<file path="config.mk">
export PLATFORM = sky130hd
export DESIGN_NAME = est_emit
export DESIGN_NICKNAME = d
export VERILOG_FILES = /design/src/rtl/ellipse_span_tracer_assert.svh /design/src/rtl/est_pkg.sv /design/src/rtl/est_emit.sv
export SDC_FILE = /design/constraint.sdc
export NUM_CORES = 1
export LEC_CHECK = 0
export BUFFER_PORTS_ARGS = -buffer_cell sky130_fd_sc_hd__buf_2
export CORE_AREA = 2 2 151 153
export DETAILED_ROUTE_END_ITERATION = 8
export DIE_AREA = 0 0 153 155
export GPL_TIMING_DRIVEN = 1
export PLACE_DENSITY_LB_ADDON = 0.1
export SETUP_SLACK_MARGIN = 0.3
export SYNTH_ARGS = -nofsm -noshare
export SYNTH_HDL_FRONTEND = slang
export SYNTH_SLANG_ARGS = --single-unit
</file>
<file path="constraint.sdc">
create_clock -name clk -period 4 [get_ports clk]
set_clock_uncertainty 0.05 [all_clocks]
set_input_delay 0.8 -clock clk [delete_from_list [all_inputs] [get_ports clk]]
set_output_delay 0.8 -clock clk [all_outputs]
set_load 0.1 [all_outputs]
</file>
<file path="src/rtl/ellipse_span_tracer_assert.svh">
// ----------------------------------------------------------------------------
// Ellipse span tracer assertion macros
// Shared property forms for the concurrent checks in the RTL.
// ----------------------------------------------------------------------------
`ifndef ELLIPSE_SPAN_TRACER_ASSERT_SVH
`define ELLIPSE_SPAN_TRACER_ASSERT_SVH

// Condition implies expression in the same cycle.
`define EST_ASSERT_NOW(label, clk, rst_n, cond, expr, msg) \
    label: assert property (@(posedge clk) disable iff (!rst_n) (cond) |-> (expr)) \
        else $error(msg);

// Condition implies expression in the following cycle.
`define EST_ASSERT_NEXT(label, clk, rst_n, cond, expr, msg) \
    label: assert property (@(posedge clk) disable iff (!rst_n) (cond) |=> (expr)) \
        else $error(msg);

`endif

</file>
<file path="src/rtl/est_pkg.sv">
// ----------------------------------------------------------------------------
// est_pkg
// Types, widths and codes shared by the ellipse span tracer modules.
// ----------------------------------------------------------------------------
package est_pkg;

    localparam int AXIS_BITS_DEF = 15;

    localparam int IN_FIELD_W = 16;
    localparam int S_DATA_W   = 64;
    localparam int M_DATA_W   = 88;
    localparam int COORD_W    = 18;
    localparam int PT_W       = 17;
    localparam int ERR_W      = 48;
    localparam int ALU_W      = 50;
    localparam int COLOR_W    = 32;
    localparam int CFG_IDX_W  = 2;
    localparam int CFG_DATA_W = 32;
    localparam int RES_IDX_W  = 2;
    localparam int RES_CNT_W  = 3;

    // s_tdata field positions
    localparam int BOX_LEFT_LSB   = 0;
    localparam int BOX_TOP_LSB    = 16;
    localparam int BOX_WIDTH_LSB  = 32;
    localparam int BOX_HEIGHT_LSB = 48;

    localparam logic ACT_START = 1'b0;
    localparam logic ACT_STEP  = 1'b1;

    localparam logic KIND_NONE = 1'b0;
    localparam logic KIND_SPAN = 1'b1;

    localparam logic [CFG_IDX_W-1:0] REG_FILL_ENABLE = 2'd0;
    localparam logic [CFG_IDX_W-1:0] REG_FILL_COLOR  = 2'd1;
    localparam logic [CFG_IDX_W-1:0] REG_LINE_COLOR  = 2'd2;

    localparam logic ALU_ADD = 1'b0;
    localparam logic ALU_SUB = 1'b1;

    // One point's worth of primitives, handed from the sequencer to the emitter
    typedef struct packed {
        logic               draw;
        logic               fill;
        logic               y_moved;
        logic [PT_W-1:0]    x;
        logic [PT_W-1:0]    y;
        logic [COORD_W-1:0] xc;
        logic [COORD_W-1:0] yc;
        logic [COLOR_W-1:0] color;
        logic               finished;
    } emit_job_t;

    typedef struct packed {
        logic               kind;
        logic [COORD_W-1:0] xs;
        logic [COORD_W-1:0] xe;
        logic [COORD_W-1:0] y;
        logic [COLOR_W-1:0] color;
        logic               finished;
        logic               last;
    } span_t;

endpackage

</file>
<file path="src/rtl/est_emit.sv">
// ----------------------------------------------------------------------------
// est_emit
// Expands one point into its mirrored spans and drives the result stream.
// ----------------------------------------------------------------------------
module est_emit
(
    input  logic                         clk,
    input  logic                         rst_n,
    input  logic                         load,
    input  est_pkg::emit_job_t           job,
    output logic                         busy,
    output logic                         m_tvalid,
    input  logic                         m_tready,
    output logic [est_pkg::M_DATA_W-1:0] m_tdata,
    output logic                         m_tuser,
    output logic                         m_tlast
);
    import est_pkg::*;

    function automatic logic [RES_CNT_W-1:0] result_count(emit_job_t j);
        logic [RES_CNT_W-1:0] n;
        n = RES_CNT_W'(1);
        if (j.draw && !(j.fill && !j.y_moved))
        begin
            priority if (j.x == '0 && j.y == '0)
                n = RES_CNT_W'(1);
            else if (j.x == '0)
                n = RES_CNT_W'(2);
            else if (j.y == '0)
                n = j.fill ? RES_CNT_W'(1) : RES_CNT_W'(2);
            else
                n = j.fill ? RES_CNT_W'(2) : RES_CNT_W'(4);
        end
        return n;
    endfunction

    function automatic span_t result_at(emit_job_t j, logic [RES_IDX_W-1:0] idx);
        span_t              r;
        logic [COORD_W-1:0] xw;
        logic [COORD_W-1:0] yw;
        logic [COORD_W-1:0] left;
        logic [COORD_W-1:0] right;
        logic [COORD_W-1:0] lo;
        logic [COORD_W-1:0] hi;
        r     = '0;
        xw    = {j.x[PT_W-1], j.x};
        yw    = {j.y[PT_W-1], j.y};
        left  = j.xc - xw;
        right = j.xc + xw;
        lo    = j.yc - yw;
        hi    = j.yc + yw;
        if (j.draw && !(j.fill && !j.y_moved))
        begin
            r.kind  = KIND_SPAN;
            r.color = j.color;
            priority if (j.x == '0 && j.y == '0)
            begin
                r.xs = j.xc;
                r.xe = j.xc;
                r.y  = j.yc;
            end
            else if (j.x == '0)
            begin
                r.xs = j.xc;
                r.xe = j.xc;
                r.y  = idx[0] ? lo : hi;
            end
            else if (j.y == '0)
            begin
                r.y  = j.yc;
                r.xs = (j.fill || !idx[0]) ? left : right;
                r.xe = (j.fill || idx[0]) ? right : left;
            end
            else if (j.fill)
            begin
                r.xs = left;
                r.xe = right;
                r.y  = idx[0] ? hi : lo;
            end
            else
            begin
                r.xs = idx[0] ? right : left;
                r.xe = idx[0] ? right : left;
                r.y  = idx[1] ? lo : hi;
            end
        end
        return r;
    endfunction

    emit_job_t              job_reg;
    logic                   busy_reg;
    logic [RES_IDX_W-1:0]   idx_reg;
    logic                   out_valid_reg;
    span_t                  out_reg;
    span_t                  res;
    logic [RES_IDX_W-1:0]   last_idx;
    logic                   is_last;
    logic                   step_out;

    assign last_idx = RES_IDX_W'(result_count(job_reg) - RES_CNT_W'(1));
    assign is_last  = (idx_reg == last_idx);
    assign step_out = busy_reg && (!out_valid_reg || m_tready);

    always_comb
    begin
        res          = result_at(job_reg, idx_reg);
        res.finished = job_reg.finished;
        res.last     = is_last;
    end

    always_ff @(posedge clk or negedge rst_n)
    begin
        if (!rst_n)
        begin
            busy_reg      <= 1'b0;
            idx_reg       <= '0;
            out_valid_reg <= 1'b0;
        end
        else
        begin
            if (load)
            begin
                busy_reg <= 1'b1;
                idx_reg  <= '0;
            end
            else if (step_out)
            begin
                busy_reg <= !is_last;
                idx_reg  <= idx_reg + RES_IDX_W'(1);
            end

            if (step_out)
                out_valid_reg <= 1'b1;
            else if (m_tready)
                out_valid_reg <= 1'b0;
        end
    end

    always_ff @(posedge clk)
    begin
        if (load)
            job_reg <= job;
        if (step_out)
            out_reg <= res;
    end

    assign busy     = busy_reg;
    assign m_tvalid = out_valid_reg;
    assign m_tuser  = out_reg.kind;
    assign m_tlast  = out_reg.last;
    assign m_tdata  = {1'b0, out_reg.finished, out_reg.color,
                       out_reg.y, out_reg.xe, out_reg.xs};

endmodule

</file>
# ---- After elaboration in Yosys (flattened, before gate mapping)
# Index checks and enable logic that the tools add are counted.
dict set report totals {
  ff_bits 199
  output_inout_bits 92
}
dict set report op_classes {
  n_addsub 6
  n_eq_ne 1
  mux 23
  reduce_logical 16
}
# operator n
set ops {}
lappend ops {{$mux W54} 4}
lappend ops {{$mux W18} 6}
lappend ops {{$mux W87} 1}
lappend ops {{$add A18 B18 Y18} 2}
lappend ops {{$sub A18 B18 Y18} 2}
lappend ops {{$logic_not A17 Y1} 2}
lappend ops {{$mux W2} 8}
lappend ops {{$logic_not A1 Y1} 5}
lappend ops {{$logic_and A1 B1 Y1} 4}
lappend ops {{$mux W1} 4}
lappend ops {{$reduce_bool A2 Y1} 2}
lappend ops {{$logic_or A1 B1 Y1} 3}
lappend ops {{$add A2 B1 Y2 const B} 1}
lappend ops {{$eq A2 B2 Y1} 1}
lappend ops {{$sub A2 B1 Y2 const B} 1}

# ---- Logic depth before layout (Yosys ltp)
# Gate-level depths: netlist of run 1.
dict set report depth {
  depth_word 10
  depth_mapped 13
  mapped_depth_nobuf 13
}

# ---- Worst setup path after synthesis of run 1
# No wires, ideal clock.
dict set report synth_path {
  path_type {register to register}
  startpoint {reg busy_reg (netlist: busy)}
  endpoint {reg idx_reg[1]}
  arrival_ns 3.654
  setup_slack_ns 0.225
  path_stages_with_launch 5
  path_buffers 0
  cell_sequence {dfrtp_1 and2_1 nand2_1 xor2_1 nor2_1}
}
dict set report synth_between {
  elab_chain_len 2
}
# item line
set synth_rtl {}
lappend synth_rtl {{start, declared} est_emit.sv:91} ;# logic busy_reg;
lappend synth_rtl {{start signal, assigned} est_emit.sv:128} ;# busy_reg <= !is_last;
lappend synth_rtl {{$logic_and A1 B1 Y1} est_emit.sv:102} ;# assign step_out = busy_reg && (!out_valid_reg || m_tready);
lappend synth_rtl {{named net step_out} est_emit.sv:98} ;# logic step_out;
lappend synth_rtl {{$reduce_bool A2 Y1 (no line)} n/a}
lappend synth_rtl {{end signal, assigned} est_emit.sv:129} ;# idx_reg <= idx_reg + RES_IDX_W'(1);
lappend synth_rtl {{end, declared} est_emit.sv:92} ;# logic [RES_IDX_W-1:0] idx_reg;
# The timed path passes the listed nets, and every way through them passes these cells.
# A chain may end at the register's enable or synchronous reset.

# ---- Worst setup path in the final report of run 1
dict set report layout_path {
  startpoint {reg job_reg[70] (netlist bit)}
  endpoint {reg out_reg (netlist bit m_tdata[51]) (data pin)}
}
dict set report layout_between {
  elab_chain_len 6
}
# item line
set layout_rtl {}
lappend layout_rtl {{start, declared} est_emit.sv:90} ;# emit_job_t job_reg;
lappend layout_rtl {{start signal, assigned} est_emit.sv:142} ;# job_reg <= job;
lappend layout_rtl {{$add A18 B18 Y18 or $sub A18 B18 Y18 (tied branches)} {est_emit.sv:51, est_emit.sv:50}}
lappend layout_rtl {{$mux W18, on equally long branches} {est_emit.sv:84, est_emit.sv:78}}
lappend layout_rtl {{$mux W54} est_emit.sv:74} ;# else if (j.fill)
lappend layout_rtl {{$mux W54} est_emit.sv:68} ;# else if (j.y == '0)
lappend layout_rtl {{$mux W54} est_emit.sv:62} ;# else if (j.x == '0)
lappend layout_rtl {{$mux W54 (*)} est_emit.sv:56} ;# priority if (j.x == '0 && j.y == '0)
lappend layout_rtl {{end signal, assigned} est_emit.sv:144} ;# out_reg <= res;
lappend layout_rtl {{end, declared} est_emit.sv:94} ;# span_t out_reg;
# Every way passes the cells marked *; elsewhere a longest branch is shown, timed or not.

==> results of run 1 <==
-- logic make-up after synthesis --
family,synth area share
and+or+nand+nor,0.118
other,0.000343
DFF,0.543
AOI/OAI and AO/OA,0.172
muxes,0.0112
adders and majority gates,0.0864
buffers and inverters,0.0435
xor gates and xnor gates,0.0265
-- cells in the mapped netlist (all sizes together) (3+ instances only) --
cell type	number
a21o	15
mux2i	10
and2	35
fa	4
o31ai	6
a21oi	63
a2bb2oi	3
o21bai	15
buf	18
nand2	60
a22o	4
o221ai	10
o211ai	5
a31oi	14
and3	3
nor4	8
o31a	8
a221o	7
a32o	5
o21a	6
xor2	6
a2111oi	3
xnor2	27
clkbuf	34
a211oi	8
dfrtp	4
o21ai	60
nor3	15
or2	4
o22ai	8
a221oi	4
nand3	18
edfxtp	194
nor2	71
inv	64
nand2b	14
nor2b	10
ha	69
or3	14
a32oi	3
a22oi	8
-- worst max-delay path: stages (launching register included) --
cell,delay [ns]
edfxtp_1,0.43
inv_1,0.16
ha_1,0.26
inv_1,0.06
a21oi_1,0.07
o31ai_1,0.35
o22ai_2,0.22
o21ai_1,0.22
o221ai_1,0.34
o31ai_1,0.43
o221ai_1,0.19
a22o_1,0.24
-- stage by stage --
stage	util	std cells	total power, mW
after floorplan	-	964	4.92
after global placement	0.547	1407	5.39
after detailed placement	0.547	1407	5.41
after CTS	0.576	1439	7.23
after global routing	0.576	1439	7.50
final	0.576	1439	7.19
-- metal layers --
| metal | track usage | share of wire | vias to the layer above |
|---|---|---|---|
| met5 | 0 | 0 | - |
| met4 | 0.0683 | 0.018 | 0 |
| li1 | - | - | 3911 |
| met1 | 0.275 | 0.42 | 3836 |
| met2 | 0.373 | 0.51 | 247 |
| met3 | 0.0390 | 0.048 | 35 |
-- power by group through the flow --
stage | sequential, mW | clock (mW) | combinational, mW
4_1_cts | 2.73 | 1.86 | 2.64
5_1_grt | 2.75 | 1.94 | 2.82
6_report | 2.72 | 1.82 | 2.65
3_3_place_gp | 2.77 | 0 | 2.62
2_1_floorplan | 3.86 | 0 | 1.06
3_5_place_dp | 2.77 | 0 | 2.64
-- final cells by class --
type | count | area [µm²]
inverter | 64 | 240
clock buffer | 17 | 425
multi-input combinational | 650 | 4520
clock inverter | 15 | 220
fill | 1930 | 9430
timing repair buffer | 210 | 1100
tap | 285 | 357
sequential | 198 | 5930
-- worst max path at each step --
| stage | startpoint | to | cells after the start |
|---|---|---|---|
| finish | job_reg[70] | m_tdata[51] | 11 |
| global route | job_reg[90] | m_tdata[51] | 9 |
| floorplan | job_reg[33] | m_tdata[48] | 11 |
| detailed placement | job_reg[33] | m_tdata[48] | 11 |
| global placement | job_reg[33] | m_tdata[48] | 11 |
| CTS | job_reg[33] | m_tdata[48] | 11 |
==> impl_results.md, run 1 <==
* Area share of the largest cell type after synthesis at 0.533
* Final instance area at 12,800 µm²
* Routed WL per cell at ~18 µm
* Hold_buf cts at 0
* Critical path startpoint category: flip-flop
* Sequential power share at 0.379
* First-pass GRT wire length at ~40,000 µm
* Sw frac at 0.425
* Post-DP Area at approximately 12,000 µm²
* TritonCTS clock tree: done
* Placement Setup Slack at 0.766 ns
* Seq cells post-synth at 198
* Final Slew Violations at 0
* EDFF count, synth at 194
* Worst Setup Path Type: reg -> reg
* Worst-path maximum fanout at 4
* Root buf cell: clkbuf_16
* Synth Instances at between 900 and 1,000
* Commonest non-fill, non-tap cell in the layout: buf_2
* Ranking of synthesized cells by area: edfxtp_1, ha_1, a21oi_1
* Max FFs per register at approximately 110
* LEAKAGE at approximately 5.3 nW
* Fin worst setup slack at about 0.74 ns
* Final hold vios at 0
* Clock network power share at 0.253
* Maximum clock frequency at roughly 300 MHz
* Mapped cell area at 10,900 µm²
* Post-CTS resize count at 0
* R2r setup slk at about 0.74 ns
* Largest net degree at the start of global routing at 66
* Final min period at ~3.3 ns
* Fin crit share at 0.816
* Worst r2r path cells at 11
* Max-cap violations at 0
* Initial Utilization at 0.491
* DR iter-0 viols at just over 400
* Vias at around 8,000
* Synthesis-to-layout area growth at 17.2%
* Least-Margin Pin Slew at 0.886 ns
* Setup Viol. Count Final at 0
* Post-synth cell types at between 70 and 80
* Async SR Flop Fraction at 0.0202
* Initial antenna violation count at 0
* Post-synthesis sequential area ratio at 0.543
* Slew Limit Headroom at 0.409
* Final TNS setup at 0 ns
* Clk buf depth at 2
* CTS H-tree lvls at 4
* GPL Wtd Cong at between 0.8 and 0.9
* Remaining DRCs at 0
* Most frequent cells in the layout: buf_2, edfxtp_1, nor2_1, ha_1, a21oi_1
* Die area at 23,700 µm²
* Int Pwr at 4.14 mW
* RR Startpoint: job_reg[70]
* Most used DFF post-synth: edfxtp_1
* Combinational Power Share at 0.368
* Postcts setup bufs at 0
* Unrepaired setup endpoints after global routing: no
* IO Pins at 202
* Crit. End Element: flip-flop
* Fin nets at 1,324
* Share of cells above drive strength 1 at 0.231
* Status: completed
* Switching power of the nets at between 3 and 4 mW
* Post-Route WL at roughly 26,000 µm
* Syn nets at 1,147
* Ant. Diodes at 0
* Critical path required time at between 4 and 5 ns
* Hold WS at between 0.1 and 0.15 ns
* DRT antenna net count at 0
* Max VDD drop at approximately 0.00031 V
* DR pass1 iterations at 5
* Post-DP HPWL at ~19,000 µm
* Yosys warns at 0
* Via-per-instance ratio at approximately 5.6
* Core Rows at 55
* Die X at around 150 µm
* Core area at about 22,000 µm²
* Height of the die at about 160 µm
* Total clock sinks at about 200
* Pwr per Cell Area at around 560 nW/µm²
* Reg-to-reg endpoint: m_tdata[51]
* Vias in the first global route at 7,745
* Hold WC Path Type: in -> async
* Clock insertion delay at the later pin of the skew report at approximately 0.44 ns
* PortBufs at 200
* Num CTS Buffers at 17
* Clock-pin slew on the worst setup and hold paths at approximately 0.08 ns
* Synth Area per Inst at roughly 11 µm²
* CP arrival at ~3.4 ns
* All-Layer GR Usage at 0.215
* Post-synth top area cell: edfxtp_1
* GRT overflow at 0
No activity file was read; power rests on OpenSTA's default activity.
==> run 2, diff against run 1 <==
Settings changed: ABC_AREA from default to 1, CORE_AREA 2 2 151 153 to 2 2 157 159, DIE_AREA 0 0 153 155 to 0 0 159 161.
Clock period 4 ns to 3.1 ns, I/O delays scaled along.
==> run 2 against run 1 <==
Effect of this change:
- non-clock buffer count is 4 higher
- clock power is 33% higher
- sequential share of layout area is 3.5 points lower
- clock-buffer cell count stayed put
- utilization is 0.16 points higher
- sequential power is 32% higher
- area after synthesis is 8.5% higher
- the flow now finishes with violations (DRC)
- critical path type unchanged
==> impl_results.md, run 2 <==
* Top-count cell post-synth: nand2_1
* Total clock sinks at 198 (unchanged)
* Vias in the first global route at 9,653 (+25%)
* FF+latch area at 5930 µm² (about the same)
* Vias at 10,000 (+25%)
* DR pass1 iterations at 8 (+3)
* Fin util at 0.577 (+0.00160)
* Worst Setup Path Type: reg -> reg
* Most used DFF post-synth: edfxtp_1
* Maximum clock frequency at 377 MHz (+23%)
* Fillers at 2,213 (+15%)
* Final hold vios at 0 (unchanged)
* EDFF count, synth at 194 (unchanged)
* Worst-path maximum fanout at 15 (+11)
* Largest net degree at the start of global routing at 42 (-36%)
* Crit. End Element: flip-flop
* Via-per-instance ratio at 5.27 (-5.5%)
* Async SR Flop Fraction at 0.0202 (unchanged)
* Most frequent CP cell: inv_1
* Slowest cell on the critical path: o21ai_2
* CTS H-tree lvls at 4 (unchanged)
* Core area at 24,000 µm² (+7.8%)
* IO Pins at 202 (unchanged)
* Met2 Wirelength at 17,000 µm (+30%)
* Routed WL per cell at 17.5 µm (-1.7%)
* Final min period at 2.65 ns (-0.613 ns)
* CP arrival at 2.80 ns (-0.61 ns)
* Syn nets at 1,559 (+36%)
* Delay-heaviest family, CP: compound AO/OA/AOI/OAI gates
* Slew Limit Headroom at 0.453 (+0.0439)
* Post-synth cell types at 42 (-44%)
* Post-DP HPWL at 25,200 µm (+35%)
* Share of cells above drive strength 1 at 0.174 (-0.0563)
* Clk buf depth at 2 (unchanged)
* Max VDD drop at 0.000364 V (+18%)
* Hold WC Path Type: in -> reg
* Fin nets at 1,743 (+32%)
* Worst path cell trace: inv_1 -> nand3_1 -> nor2_1 -> nand2_1 -> nor2_2 -> buf_4 -> o21ai_2 -> inv_1 -> o22ai_1 -> a21oi_1
* Pwr per Cell Area at 748 nW/µm² (+33%)
* DRT antenna net count at 0 (unchanged)
* Failing checks: DRC
* Power, Total at 10.3 mW (+44%)
* Highest Signal Layer: met4
* Max-cap violations at 0 (unchanged)
* Commonest non-fill, non-tap cell in the layout: nand2_1
* Post-synthesis sequential area ratio at 0.500 (-0.0423)
* Final Slew Violations at 0 (unchanged)
* Post-synth top area cell: edfxtp_1
* Post-Route WL at 33,300 µm (+30%)
* Setup Viol. Count Final at 0 (unchanged)
* PortBufs at 200 (unchanged)
* Synth cell count leaders: nand2_1, edfxtp_1, inv_1, nand3_1, nor2_1
* Area share of the largest cell type after synthesis at 0.492 (-0.0416)
* Met3 WL at 1690 µm (+37%)
* Yosys warns at 0 (unchanged)
* Synth Area per Inst at 8.61 µm² (-24%)
* Final TNS setup at 0 ns (unchanged)
* Num CTS Buffers at 17 (unchanged)
* Critical path required time at 3.24 ns (-0.90 ns)
* CP peak stage delay at 0.67 ns (+0.24 ns)
* All-Layer GR Usage at 0.258 (+0.0426)
* M1 wire length at 13,600 µm (+25%)
* Max FFs per register at 106 (unchanged)
* Clock insertion delay at the later pin of the skew report at 0.45 ns (about the same)
* Die area at 25,600 µm² (+7.9%)
* Synth Instances at 1,376 (+43%)
* Height of the die at 161 µm (+3.9%)
* Least-Margin Pin Slew at 0.821 ns (-0.0649 ns)
* LEAKAGE at 6.49 nW (+22%)
* CP bufs+invs at 3 (+1)
* GRT overflow at 0 (unchanged)
* First-pass GRT wire length at 50,900 µm (+27%)
* Area of the multi-input gates at 4980 µm² (+10%)
* Remaining DRCs at 1 (+1)
* Most frequent cells in the layout: nand2_1, buf_2, edfxtp_1, inv_1, nand3_1
* Ranking of synthesized cells by area: edfxtp_1, nand2_1, ha_1
* Clock-pin slew on the worst setup and hold paths at 0.09 ns (about the same)
* TritonCTS clock tree: done
* Seq cells post-synth at 198 (unchanged)
* Critical path startpoint category: flip-flop
* Synthesis-to-layout area growth at 16.8%
* Status: finished with violations
* DR iter-0 viols at 798 (+98%)
* Mapped cell area at 11,800 µm² (+8.5%)
* Core Rows at 57 (+3.6%)
* Initial antenna violation count at 3 (+3)
* Root buf cell: clkbuf_16
* GPL Wtd Cong at 0.995 (+12%)
* Initial Utilization at 0.494 (+0.00295)
* Unrepaired setup endpoints after global routing: no
* Die X at 159 µm (+3.9%)
* Fin crit share at 0.855 (+0.0393)
-- run 2: cell count changes in the layout (fill, tap and decap cells not counted), moves of 15 or more --
cell     change
a21o_1      -15
nand3_1    +144
nand4_1     +16
a21oi_1     +43
nor2_1      +59
xnor2_1     -22
and2_1      -30
nand2_1    +251
inv_1      +120
-- run 2: cell type report --
cell class              count  area share
diodes                      3    0.000543
clock buffers              17      0.0308
clock inverters            15      0.0157
inverters                 187      0.0510
multi-input cells         942       0.360
flip-flops and latches    198       0.429
well taps                 324      0.0293
repair buffers            214      0.0840
-- run 2: per-layer routing --
layer,GRT usage,vias up
li1,-,4956
met1,0.315,4629
met2,0.467,375
met3,0.0336,61
met4,0.0950,0
met5,0,-
-- run 2: what timing repair did --
item | in CTS | in global routing
gates resized for setup | 0 | 2
endpoints found under the hold margin | 4 | 0
setup endpoints to repair | 0 | 2
hold buffers | 1 | 0
setup buffers | 0 | 0
-- run 2: path summary, 6_finish.rpt --
path	startpoint	to	slack, ns	depth (start not counted)
worst max-delay path	job_reg[84]	m_tdata[39]	0.45	10
worst min-delay path	job[79]	job_reg[79]	0.29	1
worst max register to register	job_reg[84]	m_tdata[39]	0.45	10
worst min register to register	job_reg[0]	m_tdata[86]	0.38	0
max in group asynchronous	rst_n	m_tvalid	2.40	2
min in group asynchronous	rst_n	busy	0.46	2
-- run 2: cell families (layout without fill, tap and decap cells) --
| family | count (synthesis) | in the layout | share of synthesized area |
|---|---|---|---|
| simple gates | 657 | 657 | 0.237 |
| buf+inv | 236 | 433 | 0.0807 |
| flops | 198 | 198 | 0.500 |
| compound gates | 187 | 187 | 0.0842 |
| fa+ha+maj | 73 | 73 | 0.0797 |
| xor+xnor | 24 | 24 | 0.0177 |
| other cells | 1 | 4 | 0.000317 |
-- run 2: metrics by stage --
step | setup slack, ns | hold slack [ns] | instances | area, µm²
floorplan | 0.369 | 0.274 | 1376 | 11900
global placement | 0.465 | 0.354 | 1864 | 13200
detailed placement | 0.472 | 0.358 | 1864 | 13200
CTS | 0.448 | 0.269 | 1897 | 13800
global route | 0.324 | 0.274 | 1900 | 13800
finish | 0.449 | 0.288 | 1900 | 13800
-- run 2: power by group --
| part | total (mW) | leakage, nW | internal, mW | switching [mW] |
|---|---|---|---|---|
| clock | 2.42 | 0.309 | 1.15 | 1.27 |
| sequential | 3.60 | 1.98 | 3.45 | 0.158 |
| combinational | 4.32 | 4.20 | 0.844 | 3.48 |
| total | 10.3 | 6.49 | 5.44 | 4.90 |
-- run 2: worst register-to-register path, cell delays in order (launching register included) --
cell	delay, ns
edfxtp_1	0.43
inv_1	0.09
nand3_1	0.17
nor2_1	0.07
nand2_1	0.08
nor2_2	0.07
buf_4	0.20
o21ai_2	0.67
inv_1	0.24
o22ai_1	0.23
a21oi_1	0.10
